--- config.mk ---
export PLATFORM = sky130hd
export DESIGN_NAME = msort_seq
export DESIGN_NICKNAME = d
export VERILOG_FILES = /design/src/design/msort_pkg.sv /design/src/design/msort_seq.sv
export SDC_FILE = /design/constraint.sdc
export NUM_CORES = 1
export LEC_CHECK = 0
export ABC_AREA = 1
export BUFFER_PORTS_ARGS = -buffer_cell sky130_fd_sc_hd__buf_2
export CELL_PAD_IN_SITES_DETAIL_PLACEMENT = 1
export CELL_PAD_IN_SITES_GLOBAL_PLACEMENT = 1
export CORE_UTILIZATION = 34
export CTS_CLUSTER_DIAMETER = 200
export DETAILED_ROUTE_END_ITERATION = 8
export HOLD_SLACK_MARGIN = 0.1
export PLACE_DENSITY = 0.87
export REMOVE_ABC_BUFFERS = 1
export SYNTH_ARGS = -nofsm -noshare
export SYNTH_HDL_FRONTEND = slang
export SYNTH_SLANG_ARGS = --single-unit
--- constraint.sdc ---
create_clock -name clk_i -period 3.5 [get_ports clk_i]
set_clock_uncertainty 0.2 [all_clocks]
set_input_delay 0.525 -clock clk_i [delete_from_list [all_inputs] [get_ports clk_i]]
set_output_delay 0.525 -clock clk_i [all_outputs]
set_load 0.05 [all_outputs]
--- src/design/msort_pkg.sv ---
// ----------------------------------------------------------------------------
// msort_pkg: shared constants and types of the merge sorter
// Element width, default buffer depth and the write strobes that the
// sequencer hands to the two buffer memories.
// ----------------------------------------------------------------------------
package msort_pkg;

  // Width of one element
  localparam int unsigned ValueW = 32;

  // Default number of elements a set may hold
  localparam int unsigned DefMaxElements = 64;

  // Write strobes toward the working and the scratch buffer
  typedef struct packed {
    logic work_we;
    logic scr_we;
  } mem_wr_t;

endpackage

--- src/design/msort_seq.sv ---
// ----------------------------------------------------------------------------
// msort_seq: load, merge and drain sequencer
// Loads elements into the working buffer, runs bottom-up merge passes that
// ping-pong between working and scratch buffer (one element per cycle within a run), then
// streams the sorted set from whichever buffer holds it.
// ----------------------------------------------------------------------------
module msort_seq import msort_pkg::*; #(
  parameter int unsigned MAX_ELEMENTS = DefMaxElements
) (
  input  logic                            clk_i,
  input  logic                            rst_ni,
  // input channel
  input  logic                            in_valid_i,
  output logic                            in_stall_o,
  input  logic signed [ValueW-1:0]        value_in_i,
  input  logic                            last_in_i,
  // output channel
  output logic                            out_valid_o,
  input  logic                            out_stall_i,
  output logic signed [ValueW-1:0]        value_out_o,
  output logic                            last_out_o,
  // buffer memories
  output mem_wr_t                         mem_wr_o,
  output logic [$clog2(MAX_ELEMENTS)-1:0] waddr_o,
  output logic [ValueW-1:0]               wdata_o,
  output logic [$clog2(MAX_ELEMENTS)-1:0] raddr_a_o,
  output logic [$clog2(MAX_ELEMENTS)-1:0] raddr_b_o,
  input  logic [ValueW-1:0]               work_rdata_a_i,
  input  logic [ValueW-1:0]               work_rdata_b_i,
  input  logic [ValueW-1:0]               scr_rdata_a_i,
  input  logic [ValueW-1:0]               scr_rdata_b_i
);

  localparam int unsigned AW = $clog2(MAX_ELEMENTS);
  localparam int unsigned CW = $clog2(MAX_ELEMENTS + 1);
  localparam logic [CW-1:0] MaxCnt = CW'(MAX_ELEMENTS);

  typedef enum logic [3:0] {
    S_LOAD  = 4'b0001,
    S_RUN   = 4'b0010,
    S_MERGE = 4'b0100,
    S_OUT   = 4'b1000
  } state_e;

  state_e          state_q, state_d;
  logic [CW-1:0]   count_q, count_d;
  logic [CW-1:0]   n_q, n_d;
  logic [CW:0]     width_q, width_d;
  logic [CW-1:0]   lo_q, lo_d;
  logic [CW-1:0]   mid_q, mid_d;
  logic [CW-1:0]   hi_q, hi_d;
  logic [CW-1:0]   a_q, a_d;
  logic [CW-1:0]   b_q, b_d;
  logic [CW-1:0]   k_q, k_d;
  logic [CW-1:0]   out_idx_q, out_idx_d;
  logic            src_sel_q, src_sel_d;

  logic            in_acc;
  logic            out_acc;
  logic            room;
  logic [CW-1:0]   count_inc;
  logic [CW+1:0]   n_ext;
  logic [CW+1:0]   mid_sum;
  logic [CW+1:0]   hi_sum;
  logic [CW-1:0]   k_next;
  logic            take_a;
  logic            merge_we;
  logic signed [ValueW-1:0] src_a;
  logic signed [ValueW-1:0] src_b;
  logic signed [ValueW-1:0] merge_data;

  assign in_acc  = in_valid_i && !in_stall_o;
  assign out_acc = out_valid_o && !out_stall_i;
  assign room    = count_q < MaxCnt;
  assign count_inc = room ? (count_q + 1'b1) : count_q;

  // Run bounds of the next merge, clipped to the set size
  assign n_ext   = {2'b00, n_q};
  assign mid_sum = {2'b00, lo_q} + {1'b0, width_q};
  assign hi_sum  = {2'b00, lo_q} + {width_q, 1'b0};

  // Heads of both runs from the source buffer; ties take the left run
  assign src_a  = $signed(src_sel_q ? scr_rdata_a_i : work_rdata_a_i);
  assign src_b  = $signed(src_sel_q ? scr_rdata_b_i : work_rdata_b_i);
  assign take_a = (a_q < mid_q) && ((b_q >= hi_q) || (src_a <= src_b));
  assign merge_data = take_a ? src_a : src_b;
  assign k_next = k_q + 1'b1;

  // Sequence load, merge passes and drain
  always_comb begin
    state_d   = state_q;
    count_d   = count_q;
    n_d       = n_q;
    width_d   = width_q;
    lo_d      = lo_q;
    mid_d     = mid_q;
    hi_d      = hi_q;
    a_d       = a_q;
    b_d       = b_q;
    k_d       = k_q;
    out_idx_d = out_idx_q;
    src_sel_d = src_sel_q;
    merge_we  = 1'b0;
    unique case (state_q)
      S_LOAD: begin
        if (in_acc) begin
          count_d = count_inc;
          if (last_in_i) begin
            n_d       = count_inc;
            width_d   = (CW + 1)'(1);
            lo_d      = '0;
            src_sel_d = 1'b0;
            state_d   = S_RUN;
          end
        end
      end
      S_RUN: begin
        if (width_q >= {1'b0, n_q}) begin
          out_idx_d = '0;
          state_d   = S_OUT;
        end else if (lo_q >= n_q) begin
          // end of pass: double the run length, swap buffers
          width_d   = {width_q[CW-1:0], 1'b0};
          lo_d      = '0;
          src_sel_d = !src_sel_q;
        end else begin
          mid_d   = (mid_sum > n_ext) ? n_q : mid_sum[CW-1:0];
          hi_d    = (hi_sum > n_ext) ? n_q : hi_sum[CW-1:0];
          a_d     = lo_q;
          b_d     = (mid_sum > n_ext) ? n_q : mid_sum[CW-1:0];
          k_d     = lo_q;
          state_d = S_MERGE;
        end
      end
      S_MERGE: begin
        merge_we = 1'b1;
        if (take_a) begin
          a_d = a_q + 1'b1;
        end else begin
          b_d = b_q + 1'b1;
        end
        k_d = k_next;
        if (k_next == hi_q) begin
          lo_d    = hi_q;
          state_d = S_RUN;
        end
      end
      S_OUT: begin
        if (out_acc) begin
          if (last_out_o) begin
            count_d = '0;
            state_d = S_LOAD;
          end else begin
            out_idx_d = out_idx_q + 1'b1;
          end
        end
      end
      default: state_d = S_LOAD;
    endcase
  end

  // Hold or advance control state
  always_ff @(posedge clk_i or negedge rst_ni) begin
    if (!rst_ni) begin
      state_q   <= S_LOAD;
      count_q   <= '0;
      n_q       <= '0;
      width_q   <= '0;
      lo_q      <= '0;
      mid_q     <= '0;
      hi_q      <= '0;
      a_q       <= '0;
      b_q       <= '0;
      k_q       <= '0;
      out_idx_q <= '0;
      src_sel_q <= 1'b0;
    end else begin
      state_q   <= state_d;
      count_q   <= count_d;
      n_q       <= n_d;
      width_q   <= width_d;
      lo_q      <= lo_d;
      mid_q     <= mid_d;
      hi_q      <= hi_d;
      a_q       <= a_d;
      b_q       <= b_d;
      k_q       <= k_d;
      out_idx_q <= out_idx_d;
      src_sel_q <= src_sel_d;
    end
  end

  // Memory ports: loading writes the working buffer, merging the one it does not read
  assign mem_wr_o.work_we = (in_acc && room) || (merge_we && src_sel_q);
  assign mem_wr_o.scr_we  = merge_we && !src_sel_q;
  assign waddr_o = (state_q == S_LOAD) ? count_q[AW-1:0] : k_q[AW-1:0];
  assign wdata_o = (state_q == S_LOAD) ? value_in_i : merge_data;

  // Fetch the next run heads, or the next element to drain
  assign raddr_a_o = (state_d == S_OUT) ? out_idx_d[AW-1:0] : a_d[AW-1:0];
  assign raddr_b_o = b_d[AW-1:0];

  // Channels
  assign in_stall_o  = (state_q != S_LOAD);
  assign out_valid_o = (state_q == S_OUT);
  assign value_out_o = src_a;
  assign last_out_o  = (out_idx_q == (n_q - 1'b1));

  // Run pointers stay inside their runs
  assert property (@(posedge clk_i) disable iff (!rst_ni)
    state_q == S_MERGE |-> (a_q <= mid_q && b_q <= hi_q))
    else $error("merge pointer left its run");

  // Output position equals elements taken from both runs
  assert property (@(posedge clk_i) disable iff (!rst_ni)
    state_q == S_MERGE |-> ({1'b0, k_q} + {1'b0, mid_q} == {1'b0, a_q} + {1'b0, b_q}))
    else $error("merge output position out of step");

  // Fill count never exceeds the buffer depth
  assert property (@(posedge clk_i) disable iff (!rst_ni)
    count_q <= MaxCnt)
    else $error("fill count beyond depth");

  // Drain index stays inside the set
  assert property (@(posedge clk_i) disable iff (!rst_ni)
    state_q == S_OUT |-> out_idx_q < n_q)
    else $error("drain index beyond set");

  // A final element ends loading
  assert property (@(posedge clk_i) disable iff (!rst_ni)
    (state_q == S_LOAD && in_valid_i && last_in_i) |=> state_q == S_RUN)
    else $error("final element did not start the sort");

endmodule

==> results.toml, run 1 <==
[synth]
synth_xor_xnor_area_share_pct = 3.67
yosys-top-cells-area = "dfrtp_1 (23%), ha_1 (14%), nand2_1 (13%)"
async_flop_share_pct = 100
synthAdderAreaFrac_pct = 14.3
synth_cells = 1168
synth-edff-count = 0
synthSimpleGateAreaFrac_pct = 23.8
muxShareOfSynthArea_pct = 7.51
synth_flop_cell = "dfrtp_1"
synth_common_cells = "nand2_1 (281), inv_1 (177), o21ai_0 (109)"
synth.most_common_cell = "nand2_1"
yosysSeqAreaShare_pct = 23.0
synth_compound_area_share_pct = 16.3
yosys_warnings = 0
synth_top_area_share_pct = 22.7
postSynthAreaPerCell_um2 = 7.07
syn-cell-area_um2 = 8260
yosysUniqueCellTypes = 52
synth_top_family_by_area = "simple AND/OR/NAND/NOR gates"
yosys.area.top_type = "dfrtp_1"
ys_ff_latch = 76

[grt]
track_usage_pct = 79.5
antenna_found_initial = 18
grt_max_degree = 38
grt_overflow = 136

[clock_network]
cts_buffers = 9
htree_levels = 3
clock_sinks = 76
root_buffer = "clkbuf_16"
clock_path_buffers = 2

[floorplan]
die_y_um = 158
fp.dieW_um = 158
num_rows = 56
start_util_pct = 34.9
io-pin-count = 252

[run_status]
stop_stage = "global routing (5_1_grt)"
status = "stopped before the end"
tool.error = "[ERROR GRT-0232] Routing congestion too high. Check the congestion heatmap in the GUI."

[place]
place_hpwl_um = 28700
routabilityCongestion = 0.922
numPortBuffers = 251

[timing]
worstEpCategory = "output port"
postGrtWorstEndpoint = "raddr_b_o[3]"
[metal layers]
layer  track usage [%]  overflow
met1              76.6        10
met2              93.0        74
met3              71.9         7
met4              75.8        44
met5              55.7         1
[cells by family after synthesis]
kind of cell             count (synthesis)
AND/OR/NAND/NOR                        444
XOR/XNOR                                33
AO/OA/AOI/OAI                          229
adder cells (fa/ha/maj)                 93
buffers and inverters                  231
multiplexers                            62
flip-flops                              76
[timing repair]
item | in CTS
buffers inserted | 18
pin swaps | 13
hold endpoints to repair | 34
resized for setup | 118
endpoints found under the setup margin | 53
gates cloned | 4
hold buffers | 1
[through the flow]
stage	cells	cell area, µm²	hold slack [ns]	setup WS (ns)
floorplan	1126	8020	0.0294	-2.23
global placement	1812	10600	0.278	-0.443
detailed placement	1812	10600	0.287	-0.690
CTS	1850	11500	0.302	-0.689
==> run 2: changes to the inputs <==
CELL_PAD_IN_SITES_DETAIL_PLACEMENT = default   (was 1)
CELL_PAD_IN_SITES_GLOBAL_PLACEMENT = default   (was 1)
CORE_UTILIZATION = 40   (was 34)
CTS_CLUSTER_DIAMETER = default   (was 200)
HOLD_SLACK_MARGIN = default   (was 0.1)
PLACE_DENSITY = default   (was 0.87)
PLACE_DENSITY_LB_ADDON = 0.15   (was default)
clock period = 4.5 ns   (was 3.5 ns; I/O delays follow)
==> run 2 against run 1 <==
  * Area after synthesis unchanged
  * Synthesized cell count unchanged
  * The flow now finishes without violations
==> results.toml, run 2 <==
[power]
peakVddDrop_mv = 0.362
combPwrFrac_pct = 78.1
seq_power_share_pct = 13.1
pwr-share-clk_pct = 8.7
power.leakage_uw = 0.00576
powerDensity_nw_per_um2 = 788
switching_share_pct = 57.7
p_switching_uw = 5010
power_uw = 8670
internal_power_uw = 3660

[synth]
synth_common_cells = "nand2_1 (281), inv_1 (177), o21ai_0 (109)"
ys_ff_latch = 76
yosys.area.top_type = "dfrtp_1"
yosysUniqueCellTypes = 52
synth-edff-count = 0
syn-cell-area_um2 = 8260
yosys-top-cells-area = "dfrtp_1 (23%), ha_1 (14%), nand2_1 (13%)"
synth.most_common_cell = "nand2_1"
synth_cells = 1168
synth_top_area_share_pct = 22.7
postSynthAreaPerCell_um2 = 7.07
async_flop_share_pct = 100
yosys_warnings = 0
synth_flop_cell = "dfrtp_1"
yosysSeqAreaShare_pct = 23.0

[grt]
antenna_found_initial = 3
grt_pass1_vias = 8406
grt_max_degree = 68
track_usage_pct = 26.3
grt_overflow = 0
grt_pass1_wl_um = 44000

[routing]
drc = 0
wl_per_cell_um = 16.7
via_count = 8928
drt_first_pass_iters = 5
ant_nets = 0
wl_um = 28700
drt_iter0_markers = 498
viasPerCell = 5.20

[worst_setup_path]
crit_family = "buffers and inverters"
cpMostUsedCell = "nand2_1"
criticalPathCategory = "register to primary output"
path_max_fanout = 16
cp_num_buf_inv = 5
cpMaxStageDelayCell = "dfrtp_4"
critPathRequiredTime_ns = 3.62
cp_data_arrival_time_ns = 3.53
critPathMaxStageDelay_ns = 0.50
end_kind = "primary output"
cp_cell_sequence = "buf_12, buf_8, buf_4, mux2i_4, ha_1, a21oi_1, nor2_1, nor2_1, nand2_1, nand2_1, nand2_2, nand2_1, nand3_1, nand3_4, nand2_8, clkbuf_16, o211ai_1, o21ai_0, clkbuf_4"
setup.worst_path.start_class = "register"

[timing]
finalSetupViolations = 0
relSlewSlack_pct = 29.5
worst_pin_slew_ns = 1.06
drv_slew = 0
rsz0062_at_grt = "yes"
final.min_clock_period_ns = 4.41
fmax_mhz = 227
post-route-period-util_pct = 97.9
hold_violations = 0

[clock_network]
htree_levels = 3
cts_buffers = 9
cts_tree = "yes"
path_clk_slew_ns = 0.06
root_buffer = "clkbuf_16"
clk_latency_ns = 0.36
clock_path_buffers = 2
clock_sinks = 76

[layout]
final_cell_mix = "nand2_1 (268), buf_2 (206), inv_1 (172), ha_1 (83), o21ai_0 (79)"
stdcell_count = 1717
largest_reg_flops = 8
top_register = "width_q"
final_common_cell = "nand2_1"
final_area_um2 = 11000
syn_to_final_growth_pct = 33.1
final_nets = 1697
drive_above_1_share_pct = 28.9

[floorplan]
num_rows = 52
die_y_um = 146
core_area_um2 = 20200
fp.dieW_um = 146
start_util_pct = 40.8
io-pin-count = 252
die-area_um2 = 21200

[run]
cap_violations = 0

[place]
dpl.cell_count = 1666
place_hpwl_um = 21500
routabilityCongestion = 0.892
numPortBuffers = 251
placed_area_um2 = 9800

[worst_hold_path]
hp-class = "input pin to asynchronous set/reset pin"

[run_status]
status = "finished clean"
-- run 2: cell counts after synthesis --
Identical to the previous run, type by type.
-- run 2: through the flow --
step / TNS, ns / hold slack [ns] / util, % / worst slack, ns
3_5_place_dp: 0 / 0.285 / 48.5 / 0.0736
6_report: 0 / 0.158 / 54.3 / 0.0946
3_3_place_gp: 0 / 0.303 / 48.5 / 0.105
2_1_floorplan: -66.95 / 0.179 / - / -1.38
5_1_grt: -2.05 / 0.221 / 54.3 / -0.100
4_1_cts: 0 / 0.199 / 50.7 / 0.0257
-- run 2: cell families after synthesis --
logic type	synth area share, %
XOR/XNOR	3.67
AND/OR/NAND/NOR	23.8
flip-flops	23.0
multiplexers	7.51
adder cells (fa/ha/maj)	14.3
AO/OA/AOI/OAI	16.3
buffers and inverters	11.5
-- run 2: final timing paths --
check,from,endpoint,slack (ns),cells after the start
setup reg to reg,lo_q[3],hi_q[0],0.82,17
hold reg to reg,mid_q[2],mid_q[2],0.31,2
max in group asynchronous,rst_ni,state_q[0],3.09,2
setup / recovery,src_sel_q,wdata_o[5],0.09,19
hold / removal,rst_ni,b_q[3],0.16,1
min in group clk_i,mid_q[2],mid_q[2],0.31,2
-- run 2: area by class of cell --
| cell class | instances | area (µm²) |
|---|---|---|
| well taps | 270 | 338 |
| clock inverters | 6 | 71.3 |
| diodes | 3 | 7.51 |
| fillers | 2001 | 9240 |
| flip-flops and latches | 76 | 1910 |
| multi-input cells | 863 | 5750 |
| clock buffers | 10 | 229 |
| repair buffers | 300 | 1970 |
| inverters | 189 | 717 |
-- run 2: what timing repair did --
item / 4_1_cts / 5_1_grt
endpoints found under the setup margin: 42 / 44
hold buffers: 0 / 0
buffers inserted: 3 / 22
resized for setup: 15 / 189
endpoints found under the hold margin: 0 / 0
pin swaps: 1 / 21
gates cloned: 2 / 5
-- run 2: power by group through the flow --
stage                     Sequential [µW]  Combinational, µW  Clock [µW]
after detailed placement             1150               5580           0
final                                1140               6770         758
after global routing                 1170               7320         807
after global placement               1150               5530           0
after floorplan                      1120               4210           0
after CTS                            1140               5920         774
-- run 2: per-layer routing --
metal  part of all wire [%]  vias up  track usage (%)
met2                     49      312             45.4
met4                    3.1        0             9.95
met1                     42     4113             33.1
met3                    5.7       58             3.76
met5                      0        -                0
li1                       -     4445                -
(Power assumes the default switching activity.)
